`src/cht_pkg.sv`:
```
// shared types and constants of the chained hash table engine
package cht_pkg;

  localparam int OP_W     = 2;
  localparam int WORD_W   = 32;
  localparam int STATUS_W = 3;
  localparam int CFG_W    = 7;

  // hash divide: four quotient bits per cycle over the 32-bit hash
  localparam int DIV_BITS  = 4;
  localparam int DIV_STEPS = WORD_W / DIV_BITS;
  localparam int DIV_CNT_W = $clog2(DIV_STEPS);

  localparam logic [CFG_W-1:0] BUCKET_COUNT_RST = CFG_W'(64);

  localparam logic [OP_W-1:0] OP_INSERT = 2'd0;
  localparam logic [OP_W-1:0] OP_SEARCH = 2'd1;
  localparam logic [OP_W-1:0] OP_DELETE = 2'd2;

  localparam logic [STATUS_W-1:0] ST_UPDATED   = 3'd0;
  localparam logic [STATUS_W-1:0] ST_INSERTED  = 3'd1;
  localparam logic [STATUS_W-1:0] ST_FOUND     = 3'd2;
  localparam logic [STATUS_W-1:0] ST_NOT_FOUND = 3'd3;
  localparam logic [STATUS_W-1:0] ST_DELETED   = 3'd4;
  localparam logic [STATUS_W-1:0] ST_POOL_FULL = 3'd5;

  typedef enum logic [1:0] {
    F_IDLE,
    F_DIV,
    F_PUSH
  } front_state_t;

  typedef enum logic [2:0] {
    B_IDLE,
    B_HEAD,
    B_RD,
    B_CMP,
    B_SLOT,
    B_LINK
  } back_state_t;

endpackage

```
`src/cht_front.sv`:
```
// front end: accepts requests and reduces the hash to a bucket index
module cht_front #(
  parameter int BW = 6,
  parameter int KW = 32,
  parameter int VW = 32
) (
  input  logic                      clk,
  input  logic                      rst_n,
  input  logic [cht_pkg::CFG_W-1:0] div_i,
  input  logic                      in_push,
  output logic                      in_full,
  input  logic [cht_pkg::OP_W-1:0]  in_opcode,
  input  logic [cht_pkg::WORD_W-1:0] in_hash_value,
  input  logic [cht_pkg::WORD_W-1:0] in_key_word,
  input  logic [cht_pkg::WORD_W-1:0] in_value_word,
  output logic                      q_push,
  input  logic                      q_full,
  output logic [cht_pkg::OP_W+BW+KW+VW-1:0] q_data
);
  import cht_pkg::*;

  front_state_t         state_r, state_nxt;
  logic [OP_W-1:0]      op_r;
  logic [WORD_W-1:0]    hash_r, hash_nxt;
  logic [KW-1:0]        key_r;
  logic [VW-1:0]        val_r;
  logic [CFG_W-1:0]     div_r;
  logic [CFG_W-1:0]     rem_r, rem_nxt;
  logic [DIV_CNT_W-1:0] cnt_r, cnt_nxt;
  logic                 accept;

  assign in_full = (state_r != F_IDLE);
  assign accept  = in_push && !in_full;

  // restoring remainder, a few bits per cycle
  always_comb begin
    logic [CFG_W:0]    t;
    logic [CFG_W-1:0]  r;
    logic [WORD_W-1:0] h;
    r = rem_r;
    h = hash_r;
    for (int i = 0; i < DIV_BITS; i++) begin
      t = {r, h[WORD_W-1]};
      h = {h[WORD_W-2:0], 1'b0};
      if (t >= {1'b0, div_r}) begin
        t = t - {1'b0, div_r};
      end
      r = t[CFG_W-1:0];
    end
    rem_nxt  = r;
    hash_nxt = h;
  end

  always_comb begin
    state_nxt = state_r;
    cnt_nxt   = cnt_r;
    q_push    = 1'b0;
    case (state_r)
      F_IDLE: begin
        if (accept) begin
          state_nxt = F_DIV;
          cnt_nxt   = '0;
        end
      end
      F_DIV: begin
        cnt_nxt = cnt_r + 1'b1;
        if (cnt_r == DIV_CNT_W'(DIV_STEPS - 1)) begin
          state_nxt = F_PUSH;
        end
      end
      F_PUSH: begin
        if (!q_full) begin
          q_push    = 1'b1;
          state_nxt = F_IDLE;
        end
      end
      default: state_nxt = F_IDLE;
    endcase
  end

  always_ff @(posedge clk) begin
    if (!rst_n) begin
      state_r <= F_IDLE;
      cnt_r   <= '0;
    end else begin
      state_r <= state_nxt;
      cnt_r   <= cnt_nxt;
    end
  end

  always_ff @(posedge clk) begin
    if (accept) begin
      op_r   <= in_opcode;
      hash_r <= in_hash_value;
      key_r  <= in_key_word[KW-1:0];
      val_r  <= in_value_word[VW-1:0];
      div_r  <= div_i;
      rem_r  <= '0;
    end else if (state_r == F_DIV) begin
      hash_r <= hash_nxt;
      rem_r  <= rem_nxt;
    end
  end

  assign q_data = {op_r, BW'(rem_r), key_r, val_r};

endmodule

```
`config.mk`:
```
export PLATFORM = sky130hd
export DESIGN_NAME = cht_front
export DESIGN_NICKNAME = d
export VERILOG_FILES = /design/src/cht_pkg.sv /design/src/cht_front.sv
export SDC_FILE = /design/constraint.sdc
export NUM_CORES = 1
export LEC_CHECK = 0
export ABC_AREA = 1
export BUFFER_PORTS_ARGS = -buffer_cell sky130_fd_sc_hd__buf_2
export CORE_MARGIN = 4
export CORE_UTILIZATION = 46
export DETAILED_ROUTE_END_ITERATION = 8
export PLACE_DENSITY = 0.81
export SLEW_MARGIN = 20
export SYNTH_ARGS = -nofsm -noshare
export SYNTH_HDL_FRONTEND = slang
export SYNTH_SLANG_ARGS = --single-unit
```
`constraint.sdc`:
```
create_clock -name clk -period 6.05 [get_ports clk]
set_input_delay 1.21 -clock clk [delete_from_list [all_inputs] [get_ports clk]]
set_output_delay 1.21 -clock clk [all_outputs]
set_load 0.05 [all_outputs]
```
==> impl_results.md <==
* Status: complete, no violations
* First-pass GRT wire length at 22900 um
* Commonest non-fill, non-tap cell in the layout: buf_2
* Post-synth top area share at 0.548
* CP peak stage delay at 0.40 ns
* CP Launch Type: flop
* Pin count of the biggest net entering global routing at 64
* Worst-Margin Slew at 0.774 ns
* Period minus WS final at 5.91 ns
* First-pass DRT Iterations at 5
* Hold Worst Slack at 0.475 ns
* FF-to-FF setup slack at 0.14 ns
* Synth async-reset ratio at 0
* IO buf count at 182
* # hold bufs at CTS at 0
* Clk_lat worst skew at 0.41 ns
* Commonest cells after routing, fill and taps aside: buf_2 (182), nand2_1 (175), edfxtp_1 (105)
* Total Wirelength at 15800 um
* Final hold violation count at 0
* Synth Instances at 552
* Initial DRC count at 340
* H-Tree Depth at 4
* Fin. max-slew vios at 0
* Clock sink count at 117
* Fin area at 7950 um^2
* Die height at 120 um
* Largest cells by area after synthesis: edfxtp_1 (55%), nand2_1 (12%), ha_1 (6.5%), inv_1 (4.6%), dfxtp_1 (4.2%)
* Synthesized area per cell at 10.4 um^2
* Worst relative slew slack at 0.482
* Die W at 120 um
* Worst-path cell with the longest stage delay: edfxtp_1
* Yosys reg bits at 117
* Placed inst area at 7060 um^2
* Max Root-Sink Buffers at 2
* Final Cycle Share at 0.977
* CTS Buf Count at 17
* IO Count at 183
* Mean routed wirelength per cell at 16.3 um
* GPL Wtd Cong at 0.950
* Crit Path Max Fanout at 6
* Clk_skew at 0.00749 ns
* DRC Markers at 0
* Critical Path End Type: flop
* Mapped cell area at 5750 um^2
* Vias/cell at 4.92
* Fmax achieved at 0.169 GHz
* Netlist cell types at 32
* WHS Path Cells at 2
* Register area share after synthesis at 0.590
* Vias in the first global route at 4716
* Share of layout cells above drive strength 1 at 0.420
* R2r worst-path depth at 44
* Crit path from: hash_r[31]
* Root buffer cell: clkbuf_16
* TritonCTS clock tree: done
* Dpl hpwl at 11300 um
* Worst-path clk slew at 0.05 ns
* Worst Hold Class: flop to flop
* Setup CP Type: flop to flop
* FF-to-FF Start: hash_r[31]
* Final ANT Viol Nets at 0
* Final setup fails at 0
* Primary FF master, synth: edfxtp_1
* Number of synthesis warnings at 0
* EDFF count, synth at 105
* Crit Reg-Reg Endpoint: rem_r[6]
* Tot GR Track Use at 0.209
* Rows at 40
* Area grow syn2layout at 38.2%
* Core ar. at 12100 um^2
* Mapped Nets at 695
* Vias at 4770
* Nets at 931
* Setup crit end: rem_r[6]
* Antenna violations before repair at 1
* Initial Util at 0.475
* Worst path most repeated cell: nand2_2
* Critical Path RT at 6.35 ns
* DIE AREA at 14400 um^2
* Area leader, netlist: edfxtp_1
* Max_cap viols at 0
* CP Data Arrival Time at 6.21 ns
* Global route total overflow at 0
==> cell type report <==
class                   count  area (um^2)
flip-flops and latches    117         3390
inverters                  73          278
well taps                 168          210
multi-input cells         349         2250
clock buffers              17          425
fillers                   938         4170
repair buffers            230         1280
clock inverters            14          113
diodes                      1         2.50
==> stage by stage <==
step / setup WS, ns / util / cells / setup TNS [ns]
after CTS: 0.0215 / 0.628 / 955 / 0
final: 0.139 / 0.656 / 969 / 0
after detailed placement: -0.118 / 0.583 / 924 / -0.729
after global routing: -0.198 / 0.656 / 969 / -1.26
after floorplan: 0.189 / - / 552 / 0
after global placement: 0.0498 / 0.583 / 924 / 0
==> flip-flops by register name, indices dropped and copies added (netlist names) <==
name	cells
hash_r	32
key_r	32
val_r	32
div_r	7
rem_r	7
cnt_r	3
op_r	2
state_r	2
==> worst max-delay path, delay by kind of cell, from the launching register on <==
family          cells  cell delay [ns]
compound gates      7             1.18
fa+ha+maj           5             1.40
buf+inv            10             0.94
flops               1             0.40
simple gates       22             1.89
==> worst min path at each step <==
stage,startpoint,end,slack [ns]
floorplan,cnt_r[0],cnt_r[0],0.43
global placement,cnt_r[0],cnt_r[0],0.45
detailed placement,cnt_r[0],cnt_r[0],0.46
CTS,cnt_r[0],cnt_r[0],0.47
global route,cnt_r[2],cnt_r[2],0.51
finish,cnt_r[2],cnt_r[2],0.48
==> logic make-up after synthesis <==
group                    share of synthesized area
AND/OR/NAND/NOR                              0.203
flip-flops                                   0.590
buffers and inverters                       0.0631
adder cells (fa/ha/maj)                     0.0792
AO/OA/AOI/OAI                               0.0400
XOR/XNOR                                    0.0244
==> synthesized netlist by cell type (3+ instances only) <==
master and instances:
a21oi_1 16, buf_4 7, clkbuf_1 6, dfxtp_1 12, edfxtp_1 105, fa_1 4, ha_1 30, inv_1 71
nand2_1 191, nand2_2 8, nand3_1 30, nand3_2 5, nand3_4 3, nand4_1 7, nor2_1 14, o21ai_0 9
xnor2_1 7, xor2_1 9
==> layer usage <==
layer | wire (um) | vias up | GRT usage
met1 | 5590 | 2200 | 0.224
met3 | 1580 | 43 | 0.0801
met2 | 8010 | 233 | 0.364
met5 | 0 | - | 0
met4 | 574 | 0 | 0.0938
li1 | - | 2294 | -
==> what timing repair did <==
item                                    4_1_cts  5_1_grt
gates resized for setup                       4       57
endpoints found under the setup margin        7        7
pin swaps                                     0       22
buffers inserted                              0       12
hold endpoints to repair                      0        0
cloned                                        0        1
Power is left out: the tool's default activity adds up to more than one toggle a clock period on the data nets, which glitch-free logic cannot reach.
