File: config.mk
export PLATFORM = sky130hd
export DESIGN_NAME = cht_queue
export DESIGN_NICKNAME = d
export VERILOG_FILES = /design/src/cht_queue.sv
export SDC_FILE = /design/constraint.sdc
export NUM_CORES = 1
export LEC_CHECK = 0
export ABC_AREA = 1
export BUFFER_PORTS_ARGS = -buffer_cell sky130_fd_sc_hd__buf_2
export CORE_MARGIN = 2
export CORE_UTILIZATION = 32
export DETAILED_ROUTE_END_ITERATION = 16
export PLACE_DENSITY = 0.56
export SYNTH_ARGS = -nofsm -noshare
export SYNTH_HDL_FRONTEND = slang
export SYNTH_SLANG_ARGS = --single-unit
File: constraint.sdc
create_clock -name clk -period 3 [get_ports clk]
set_input_delay 0.3 -clock clk [delete_from_list [all_inputs] [get_ports clk]]
set_output_delay 0.3 -clock clk [all_outputs]
set_load 0.005 [all_outputs]
File: src/cht_queue.sv
// two-entry queue between the front end and the table sequencer
module cht_queue #(
  parameter int W = 8
) (
  input  logic         clk,
  input  logic         rst_n,
  input  logic         push,
  input  logic [W-1:0] wdata,
  output logic         full,
  input  logic         pop,
  output logic [W-1:0] rdata,
  output logic         empty
);
  logic [W-1:0] slot_r [2];
  logic         wr_ptr_r, rd_ptr_r;
  logic [1:0]   cnt_r;
  logic         do_push, do_pop;

  assign full    = (cnt_r == 2'd2);
  assign empty   = (cnt_r == 2'd0);
  assign do_push = push && !full;
  assign do_pop  = pop && !empty;
  assign rdata   = slot_r[rd_ptr_r];

  always_ff @(posedge clk) begin
    if (!rst_n) begin
      wr_ptr_r <= 1'b0;
      rd_ptr_r <= 1'b0;
      cnt_r    <= 2'd0;
    end else begin
      if (do_push) wr_ptr_r <= !wr_ptr_r;
      if (do_pop)  rd_ptr_r <= !rd_ptr_r;
      if (do_push && !do_pop)      cnt_r <= cnt_r + 2'd1;
      else if (do_pop && !do_push) cnt_r <= cnt_r - 2'd1;
    end
  end

  always_ff @(posedge clk) begin
    if (do_push) slot_r[wr_ptr_r] <= wdata;
  end

endmodule

==> flow_summary_export.csv, run 1 <==
group,metric,value,unit
flow_run,cap_violations,0,
sta,finalClockSkew,1.581,ps
clock_tree,clock_sinks,21,
hold_path,min_to,"slot_r[0][3]",
worst_setup_path,reg2reg_slack,1500,ps
synth,seq_area_frac_synth,0.6988,
clock_tree,cts_tree,"yes",
sta,setup_viol,0,
power,pwr-share-seq,0.541,
sta,hold_violations,0,
clock_tree,cts_post_setup_buffers_inserted,0,
hold_path,hold_start,"wdata[3]",
clock_tree,clkTransAtPathRegs,110,ps
global_route,first_global_vias,471,
power,combPwrFrac,0.289,
cells_and_area,layout-drive-gt1-share,0.4483,
floorplanning,core,2477,µm²
synth,synthXorXnorAreaFrac,0,
power,powerDensity,761.8,nW/µm²
worst_setup_path,crit_path_start_kind,"flip-flop",
sta,hold_ws,187.6,ps
sta,max_slew.worst_pin.slew,668.1,ps
worst_setup_path,r2r.worst_path.cells,2,
clock_tree,cts.repair.resized,0,
floorplanning,die_height,54.96,µm
cells_and_area,num_antenna_cells,0,
cells_and_area,nNetsFinal,101,
synth,synth_compound_area_frac,0.02861,
sta,final_max_slew_viol_count,0,
worst_setup_path,cp.required,2700,ps
place,io_buffers,21,
floorplanning,die_x,54.96,µm
worst_setup_path,r2r_end,"slot_r[1][5]",
drt,drt_first_pass_iters,4,
synth,synth_cell_types,16,
floorplanning,io_pins,22,
sta,grt_setup_unrepaired,"no",
drt,drt_iter0_markers,6,
power,switching_power,0.0002330,W
clock_tree,htree_levels,1,
worst_setup_path,path_class,"flip-flop to primary output",
place,dpl.hpwl,906.7,µm
synth,synth_adder_area_share,0.01506,
synth,ys_warn_count,0,
global_route,antenna_found_initial,0,
floorplanning,start_util,0.3354,
clock_tree,cts_made_buffers,3,
worst_setup_path,crit-reg2reg-launch,"cnt_r[0]",
power,power,0.0007587,W
global_route,grt_start_max_net_pins,13,
sta,totalNegativeSetupSlack,0,ps
synth,synth_top_cell_by_area,"edfxtp_1",
synth,syn_nets,76,
place,gp_congestion,0.6609,
worst_setup_path,worstPathArrival,1370,ps
synth,yosys.area.top_type_share,0.5783,
cells_and_area,syn2layout_area_growth,19.88,%
floorplanning,rows,18,
synth,synth_top_family_by_area,"multiplexers",
hold_path,hold-path-cell-count,1,
global_route,grt_pass1_wl,1849,µm
floorplanning,die-area,3020,µm²
clock_tree,cts_hold_buf,0,
drt,route.detailed.drc,0,
synth,synth-simple-area-share,0.1024,
hold_path,hp-class,"input pin to flip-flop",
sta,fin_crit_sh,0.5558,
synth,avgSynthCellArea,13.19,µm²
synth,synth-seq-cells,21,
drt,routedWlPerCell,10.32,µm
synth,muxShareOfSynthArea,0.1084,
clock_tree,cts_root_buf,"clkbuf_4",
drt,vias,495,
sta,period_minus_slack,1667,ps
drt,routed_wl,1207,µm
power,switching_share,0.3070,
power,pwr-share-clk,0.170,
global_route,gr-total-overflow,0,
outcome,status,"completed",
clock_tree,insertion_delay,290,ps
synth,syn-cell-area,830.8,µm²
clock_tree,clockBufferDepth,2,
power,p_leak,0.4101,nW
power,p_int,0.0005258,W
worst_setup_path,cp-end-kind,"primary output",
sta,relSlewSlack,0.5529,
sta,fmax,0.5998,GHz
synth,yosys-top-cells-area,"edfxtp_1, dfxtp_1, mux2_2",
worst_setup_path,worstPathMaxFanout,8,
power,peakVddDrop,360.5,µV
drt,viasPerCell,4.231,
global_route,grt_use_total,0.09314,
synth,synthCells,63,
drt,ant_nets,0,
metrics by stage:
step / utilization / instances / cell area (µm²) / setup slack, ps
2_1_floorplan: - / 63 / 830.8 / 1696
5_1_grt: 0.4020 / 117 / 996.0 / 1238
6_report: 0.4020 / 117 / 996.0 / 1333
3_5_place_dp: 0.3909 / 113 / 968.4 / 1489
3_3_place_gp: 0.3909 / 113 / 968.4 / 1515
4_1_cts: 0.4020 / 117 / 996.0 / 1273
power by group through the flow:
stage                     Sequential, W  Clock, W  Combinational (W)
after floorplan                0.000401         0           0.000163
after global placement         0.000417         0           0.000219
after detailed placement       0.000420         0           0.000223
after CTS                      0.000413  0.000139           0.000224
after global routing           0.000419  0.000153           0.000253
final                          0.000410  0.000129           0.000219
registers in the layout, summed over array words and instances, names as in the netlist, named ones only:
signal / cells
slot_r: 16
cnt_r: 2
rd_ptr_r: 1
wr_ptr_r: 1
layout make-up:
cell class	count	area (µm²)
Clock buffer	3	22.52
Clock inverter	1	5.005
Fill cell	252	1481
Inverter	9	33.78
Multi-Input combinational cell	32	211.5
Sequential cell	21	580.6
Tap cell	30	37.54
Timing Repair Buffer	21	105.1
synthesized netlist by cell type, drive strengths merged:
| cell | number |
|---|---|
| a21oi | 1 |
| inv | 9 |
| nand4 | 1 |
| nand3 | 1 |
| o21ai | 3 |
| nand2 | 6 |
| buf | 1 |
| dfxtp | 5 |
| mux2 | 8 |
| nor2 | 11 |
| edfxtp | 16 |
| ha | 1 |
cells in the final DEF (no fill, tap or decap), types with 2 or more instances in the layout:
cell type,instances
buf_2,21
edfxtp_1,16
nor2_1,9
mux2_2,8
inv_1,6
nand2_1,6
dfxtp_1,5
inv_2,3
clkbuf_4,3
o21ai_1,2
worst max-delay path by stage:
stage,end,slack [ps],from
final,rdata[6],1330,flip-flop
after global routing,rdata[6],1240,flip-flop
after CTS,rdata[6],1270,flip-flop
after detailed placement,slot_r[1][4],1490,cnt_r[0]
after global placement,slot_r[1][4],1520,cnt_r[0]
after floorplan,slot_r[1][0],1700,cnt_r[0]
metal layers:
layer / track usage / part of all wire / up-vias
met1: 0.08448 / 0.43 / 219
met3: 0.05645 / 0.081 / 0
met2: 0.1667 / 0.49 / 15
met4: 0.03659 / 0 / 0
li1: - / - / 261
met5: 0 / 0 / -
worst max-delay path, stage by stage (launching register included):
cell,delay (ps)
dfxtp_1,560
mux2_2,390
buf_2,130
logic make-up after synthesis:
logic type	after synthesis
DFF	21
adders and majority gates	1
AOI/OAI and AO/OA	4
buffers and inverters	10
muxes	8
and+or+nand+nor	19
(Power assumes the default switching activity.)
==> inputs of run 2 (changes only) <==
--- a/config.mk
+++ b/config.mk
@@ -10,7 +10,7 @@
 export CORE_MARGIN = 2
 export CORE_UTILIZATION = 32
 export DETAILED_ROUTE_END_ITERATION = 16
-export PLACE_DENSITY = 0.56
+export PLACE_DENSITY = 0.58
 export SYNTH_ARGS = -nofsm -noshare
 export SYNTH_HDL_FRONTEND = slang
 export SYNTH_SLANG_ARGS = --single-unit
==> constraint.sdc (replaced) <==
create_clock -name clk -period 1.5 [get_ports clk]
set_input_delay 0.15 -clock clk [delete_from_list [all_inputs] [get_ports clk]]
set_output_delay 0.15 -clock clk [all_outputs]
set_load 0.005 [all_outputs]
==> run 2 against run 1 <==
- final area is 2.8% higher
- total power increased by 110%
- critical endpoint is now rdata[5]
- non-clock buffer count increased by 2
==> flow_summary_export.csv, run 2 (synthesis gave the netlist of run 1 again) <==
group,metric,value,unit
global_route,grt_pass1_wl,1980,µm
cells_and_area,largest_register_ffs,16,
global_route,grt_use_total,0.09497,
global_route,gr-total-overflow,0,
drt,routedWlPerCell,11.21,µm
clock_tree,cts_made_buffers,3,
drt,vias,512,
clock_tree,clockBufferDepth,2,
outcome,status,"completed",
global_route,grt_start_max_net_pins,12,
cells_and_area,syn2layout_area_growth,23.19,%
drt,drt_iter0_markers,1,
hold_path,hp-class,"input pin to flip-flop",
sta,finalClockSkew,1.099,ps
flow_run,cap_violations,0,
place,post-place-cells,115,
place,io_buffers,21,
hold_path,hold_start,"wdata[1]",
cells_and_area,final_core_util,0.4131,
drt,routed_wl,1334,µm
floorplanning,start_util,0.3354,
power,powerDensity,1531,nW/µm²
sta,setup_viol,0,
global_route,antenna_found_initial,0,
floorplanning,io_pins,22,
cells_and_area,largest_registers,"slot_r x16, cnt_r x2",
worst_setup_path,critPathMaxStageDelay,460,ps
floorplanning,core,2477,µm²
sta,fin_crit_sh,0.9247,
worst_setup_path,cp.required,1350,ps
drt,viasPerCell,4.303,
sta,max_slew.worst_pin.slew,203.9,ps
worst_setup_path,crit_path_start_kind,"flip-flop",
worst_setup_path,slowest_stage,"dfxtp_2",
place,placed_area,983.4,µm²
power,p_leak,0.4201,nW
sta,totalNegativeSetupSlack,0,ps
worst_setup_path,crit_chain,"mux2_2 > buf_2",
drt,ant_nets,0,
worst_setup_path,worstPathArrival,1240,ps
worst_setup_path,crit-reg2reg-launch,"cnt_r[1]",
sta,relSlewSlack,0.8641,
worst_setup_path,reg2reg_slack,130,ps
floorplanning,die_height,54.96,µm
place,dpl.hpwl,971,µm
clock_tree,clock_sinks,21,
worst_setup_path,r2r_end,"cnt_r[1]",
cells_and_area,final_cell_mix,"buf_2, edfxtp_1, nor2_1, mux2_2",
clock_tree,cts_post_setup_buffers_inserted,0,
sta,period_minus_slack,1387,ps
sta,hold_ws,40.47,ps
cells_and_area,nNetsFinal,103,
global_route,first_global_vias,471,
clock_tree,cts_root_buf,"clkbuf_4",
floorplanning,die-area,3020,µm²
worst_setup_path,r2r.worst_path.cells,9,
worst_setup_path,worstPathMaxFanout,8,
sta,fmax,0.7210,GHz
sta,hold_violations,0,
worst_setup_path,path_class,"flip-flop to primary output",
cells_and_area,top_register,"slot_r",
clock_tree,insertion_delay,290,ps
power,peakVddDrop,877.5,µV
drt,route.detailed.drc,0,
cells_and_area,layout-drive-gt1-share,0.4831,
cells_and_area,design_area,1023,µm²
place,gp_congestion,0.6140,
hold_path,min_to,"slot_r[0][1]",
cells_and_area,final_common_cell,"buf_2",
clock_tree,htree_levels,1,
worst_setup_path,cp-end-kind,"primary output",
floorplanning,rows,18,
floorplanning,die_x,54.96,µm
clock_tree,cts_hold_buf,0,
cells_and_area,fin_cells,119,
clock_tree,clkTransAtPathRegs,110,ps
sta,final_max_slew_viol_count,0,
clock_tree,cts_tree,"yes",
drt,drt_first_pass_iters,4,
cells_and_area,num_antenna_cells,0,
hold_path,hold-path-cell-count,1,
[run 2: cell types whose count changed in the layout (fill, tap and decap cells not counted), sizes merged]
cell,change
clkbuf,+1
clkinv,-1
buf,+2
[run 2: how the worst max path moves through the flow]
stage              start           end  slack (ps)  cells after the start
5_1_grt         cnt_r[1]      cnt_r[1]          -7                      9
3_5_place_dp    cnt_r[0]      cnt_r[1]          80                      9
2_1_floorplan   cnt_r[0]  slot_r[1][0]         200                      2
3_3_place_gp    cnt_r[0]      cnt_r[1]         120                      9
4_1_cts         cnt_r[0]      cnt_r[1]          50                      9
6_report       flip-flop      rdata[5]         110                      2
[run 2: per-stage QoR]
| stage | power (W) | setup slack [ps] |
|---|---|---|
| 4_1_cts | 0.001570 | 46.98 |
| 2_1_floorplan | 0.001129 | 195.8 |
| 6_report | 0.001567 | 113.0 |
| 3_5_place_dp | 0.001303 | 76.33 |
| 5_1_grt | 0.001696 | -6.620 |
| 3_3_place_gp | 0.001285 | 123.2 |
[run 2: power breakdown]
group / switching, W / leakage (nW) / internal (W)
Sequential: 0.0000864 / 0.192 / 0.000754
Clock: 0.000155 / 0.0150 / 0.000103
Combinational: 0.000242 / 0.213 / 0.000227
[run 2: repair_timing]
item / 4_1_cts / 5_1_grt
hold endpoints to repair: 0 / 0
setup endpoints to repair: 8 / 1
gates resized for setup: 1 / 4
[run 2: worst max-delay path, delay by kind of cell (launching register included)]
| family | cells | cell delay, ps |
|---|---|---|
| muxes | 1 | 360 |
| buffers and inverters | 1 | 130 |
| DFF | 1 | 460 |
[run 2: cell type report]
class / instances / area (µm²)
multi-input combinational: 32 / 219.0
inverter: 9 / 33.78
fill: 242 / 1454
timing repair buffer: 23 / 120.1
sequential: 21 / 586.8
tap: 30 / 37.54
clock buffer: 4 / 26.28
[run 2: routing by layer]
layer / GRT usage / part of all wire / vias up / wire [µm]
met2: 0.1508 / 0.49 / 16 / 653
met4: 0.04878 / 0 / 0 / 0
li1: - / - / 267 / -
met3: 0.02957 / 0.067 / 0 / 90
met1: 0.1159 / 0.44 / 229 / 590
met5: 0 / 0 / - / 0
==> inputs of run 3 (changes only) <==
--- a/config.mk
+++ b/config.mk
@@ -7,10 +7,12 @@
 export LEC_CHECK = 0
 export ABC_AREA = 1
 export BUFFER_PORTS_ARGS = -buffer_cell sky130_fd_sc_hd__buf_2
+export CAP_MARGIN = 0
 export CORE_MARGIN = 2
 export CORE_UTILIZATION = 32
 export DETAILED_ROUTE_END_ITERATION = 16
 export PLACE_DENSITY = 0.58
+export REMOVE_ABC_BUFFERS = 1
 export SYNTH_ARGS = -nofsm -noshare
 export SYNTH_HDL_FRONTEND = slang
 export SYNTH_SLANG_ARGS = --single-unit
==> run 3 against run 2 <==
- global-route usage up 0.45 points
- routed wire length fell by 4.1%
- final cell count unchanged
- largest power group unchanged
- critical endpoint is now cnt_r[1]
- worst hold slack better by 5.4 ps
- total power down 1.6%
- first-iteration DRC count rose to 3.0 times the previous value
- utilization decreased by 0.40 points
==> flow_summary_export.csv, run 3 (synthesis gave the netlist of run 1 again) <==
group,metric,value,unit
drt,drt_iter0_markers,3,
drt,route.detailed.drc,0,
sta,totalNegativeSetupSlack,0,ps
global_route,gr-total-overflow,0,
cells_and_area,syn2layout_area_growth,21.99,%
outcome,status,"completed",
worst_setup_path,cp-end-kind,"flip-flop",
sta,hold_violations,0,
hold_path,min_to,"slot_r[0][5]",
worst_setup_path,cp.depth,9,
global_route,grt_start_max_net_pins,12,
worst_setup_path,crit_family,"flip-flops",
clock_tree,cts_tree,"yes",
place,gp_congestion,0.6924,
clock_tree,clkTransAtPathRegs,110,ps
worst_setup_path,path_buf_inv,4,
clock_tree,clockBufferDepth,2,
power,peakVddDrop,643.1,µV
power,powerDensity,1521,nW/µm²
cells_and_area,fillerInstances,251,
global_route,grt_pass1_wl,2056,µm
place,dpl.hpwl,973.9,µm
cells_and_area,top_register,"slot_r",
sta,fin_crit_sh,0.9213,
worst_setup_path,r2r_end,"cnt_r[1]",
floorplanning,die-area,3020,µm²
clock_tree,clock_sinks,21,
clock_tree,insertion_delay,290,ps
cells_and_area,nNetsFinal,103,
cells_and_area,largest_register_ffs,16,
sta,grt_setup_unrepaired,"no",
worst_setup_path,crit_path_start_kind,"flip-flop",
floorplanning,start_util,0.3354,
worst_setup_path,worstPathMaxFanout,4,
sta,fmax,0.7236,GHz
floorplanning,die_height,54.96,µm
drt,wl_met3,110,µm
drt,ant_nets,0,
place,io_buffers,21,
hold_path,hold_start,"wdata[5]",
global_route,antenna_found_initial,0,
hold_path,hp-class,"input pin to flip-flop",
worst_setup_path,reg2reg_slack,120,ps
sta,relSlewSlack,0.8678,
worst_setup_path,critPathMaxStageDelay,370,ps
floorplanning,die_x,54.96,µm
sta,period_minus_slack,1382,ps
worst_setup_path,worstPathArrival,1610,ps
cells_and_area,num_antenna_cells,0,
sta,max_slew.worst_pin.slew,198.3,ps
floorplanning,io_pins,22,
cells_and_area,layout-drive-gt1-share,0.4831,
global_route,first_global_vias,518,
worst_setup_path,r2r.worst_path.cells,9,
drt,viasPerCell,4.345,
drt,wl_met1,538,µm
worst_setup_path,slowest_stage,"dfxtp_2",
drt,wl_met2,630,µm
flow_run,cap_violations,0,
clock_tree,htree_levels,1,
hold_path,hold-path-cell-count,1,
floorplanning,core,2477,µm²
cells_and_area,final_cell_mix,"buf_2, edfxtp_1, nor2_1, mux2_2",
power,power,0.001542,W
clock_tree,cts_root_buf,"clkbuf_4",
power,p_leak,0.4187,nW
floorplanning,rows,18,
sta,final_max_slew_viol_count,0,
worst_setup_path,crit_chain,"inv_2 > o21ai_2 > inv_2 > ha_1 > inv_1 > nand3_1 > nand2_1 > inv_1 > nor2_1",
worst_setup_path,path_class,"flip-flop to flip-flop",
drt,vias,517,
cells_and_area,largest_registers,"slot_r x16, cnt_r x2",
global_route,grt_use_total,0.09949,
drt,routed_wl,1279,µm
clock_tree,cts_made_buffers,3,
drt,maxUsedRoutingLayer,"met3",
worst_setup_path,crit-reg2reg-launch,"cnt_r[1]",
worst_setup_path,cp.required,1730,ps
cells_and_area,final_common_cell,"buf_2",
drt,drt_first_pass_iters,4,
sta,setup_viol,0,
sta,finalClockSkew,4.562,ps
drt,routedWlPerCell,10.75,µm
-- run 3: what timing repair did --
| action | in CTS | in global routing |
|---|---|---|
| setup endpoints to repair | 8 | 2 |
| buffers inserted | 0 | 0 |
| hold buffers | 0 | 0 |
| endpoints found under the hold margin | 0 | 0 |
| resized for setup | 1 | 2 |
-- run 3: metrics by stage --
stage	utilization	area, µm²	hold WS, ps	setup slack, ps	cells
CTS	0.4081	1011	31.03	41.40	119
finish	0.4091	1013	45.84	118.0	119
detailed placement	0.3970	983.4	345.1	70.75	115
global placement	0.3970	983.4	339.4	138.3	115
global route	0.4091	1013	25.38	7.917	119
floorplan	-	825.8	248.9	195.8	62
-- run 3: layout make-up --
| type | count | area [µm²] | share of cell area |
|---|---|---|---|
| multi-input cells | 32 | 211.5 | 0.2086 |
| flip-flops and latches | 21 | 584.3 | 0.5765 |
| well taps | 30 | 37.54 | 0.03704 |
| repair buffers | 23 | 120.1 | 0.1185 |
| clock buffers | 4 | 26.28 | 0.02593 |
| inverters | 9 | 33.78 | 0.03333 |
-- run 3: metal layers --
layer	vias up	track usage
met5	-	0
met4	0	0.03659
met3	0	0.04570
met2	16	0.1667
met1	235	0.1105
li1	266	-
-- run 3: worst reg2reg max path: cells and delay by family (launching register included) --
kind | cells | cell delay, ps
adders and majority gates | 1 | 280
DFF | 1 | 370
and+or+nand+nor | 3 | 240
AOI/OAI and AO/OA | 1 | 190
buffers and inverters | 4 | 260
-- run 3: where the power goes --
group	internal (W)	leakage, nW	total (W)	switching (W)
logic	0.000224	0.212	0.000459	0.000236
registers	0.000750	0.192	0.000830	0.0000807
clock network	0.000103	0.0150	0.000252	0.000149
-- run 3: worst max-delay path by stage --
stage	start	endpoint	slack (ps)
floorplan	cnt_r[0]	slot_r[1][0]	200
global placement	cnt_r[1]	cnt_r[1]	140
detailed placement	cnt_r[0]	cnt_r[1]	70
CTS	cnt_r[0]	cnt_r[1]	40
global route	cnt_r[1]	cnt_r[1]	8
finish	cnt_r[1]	cnt_r[1]	120
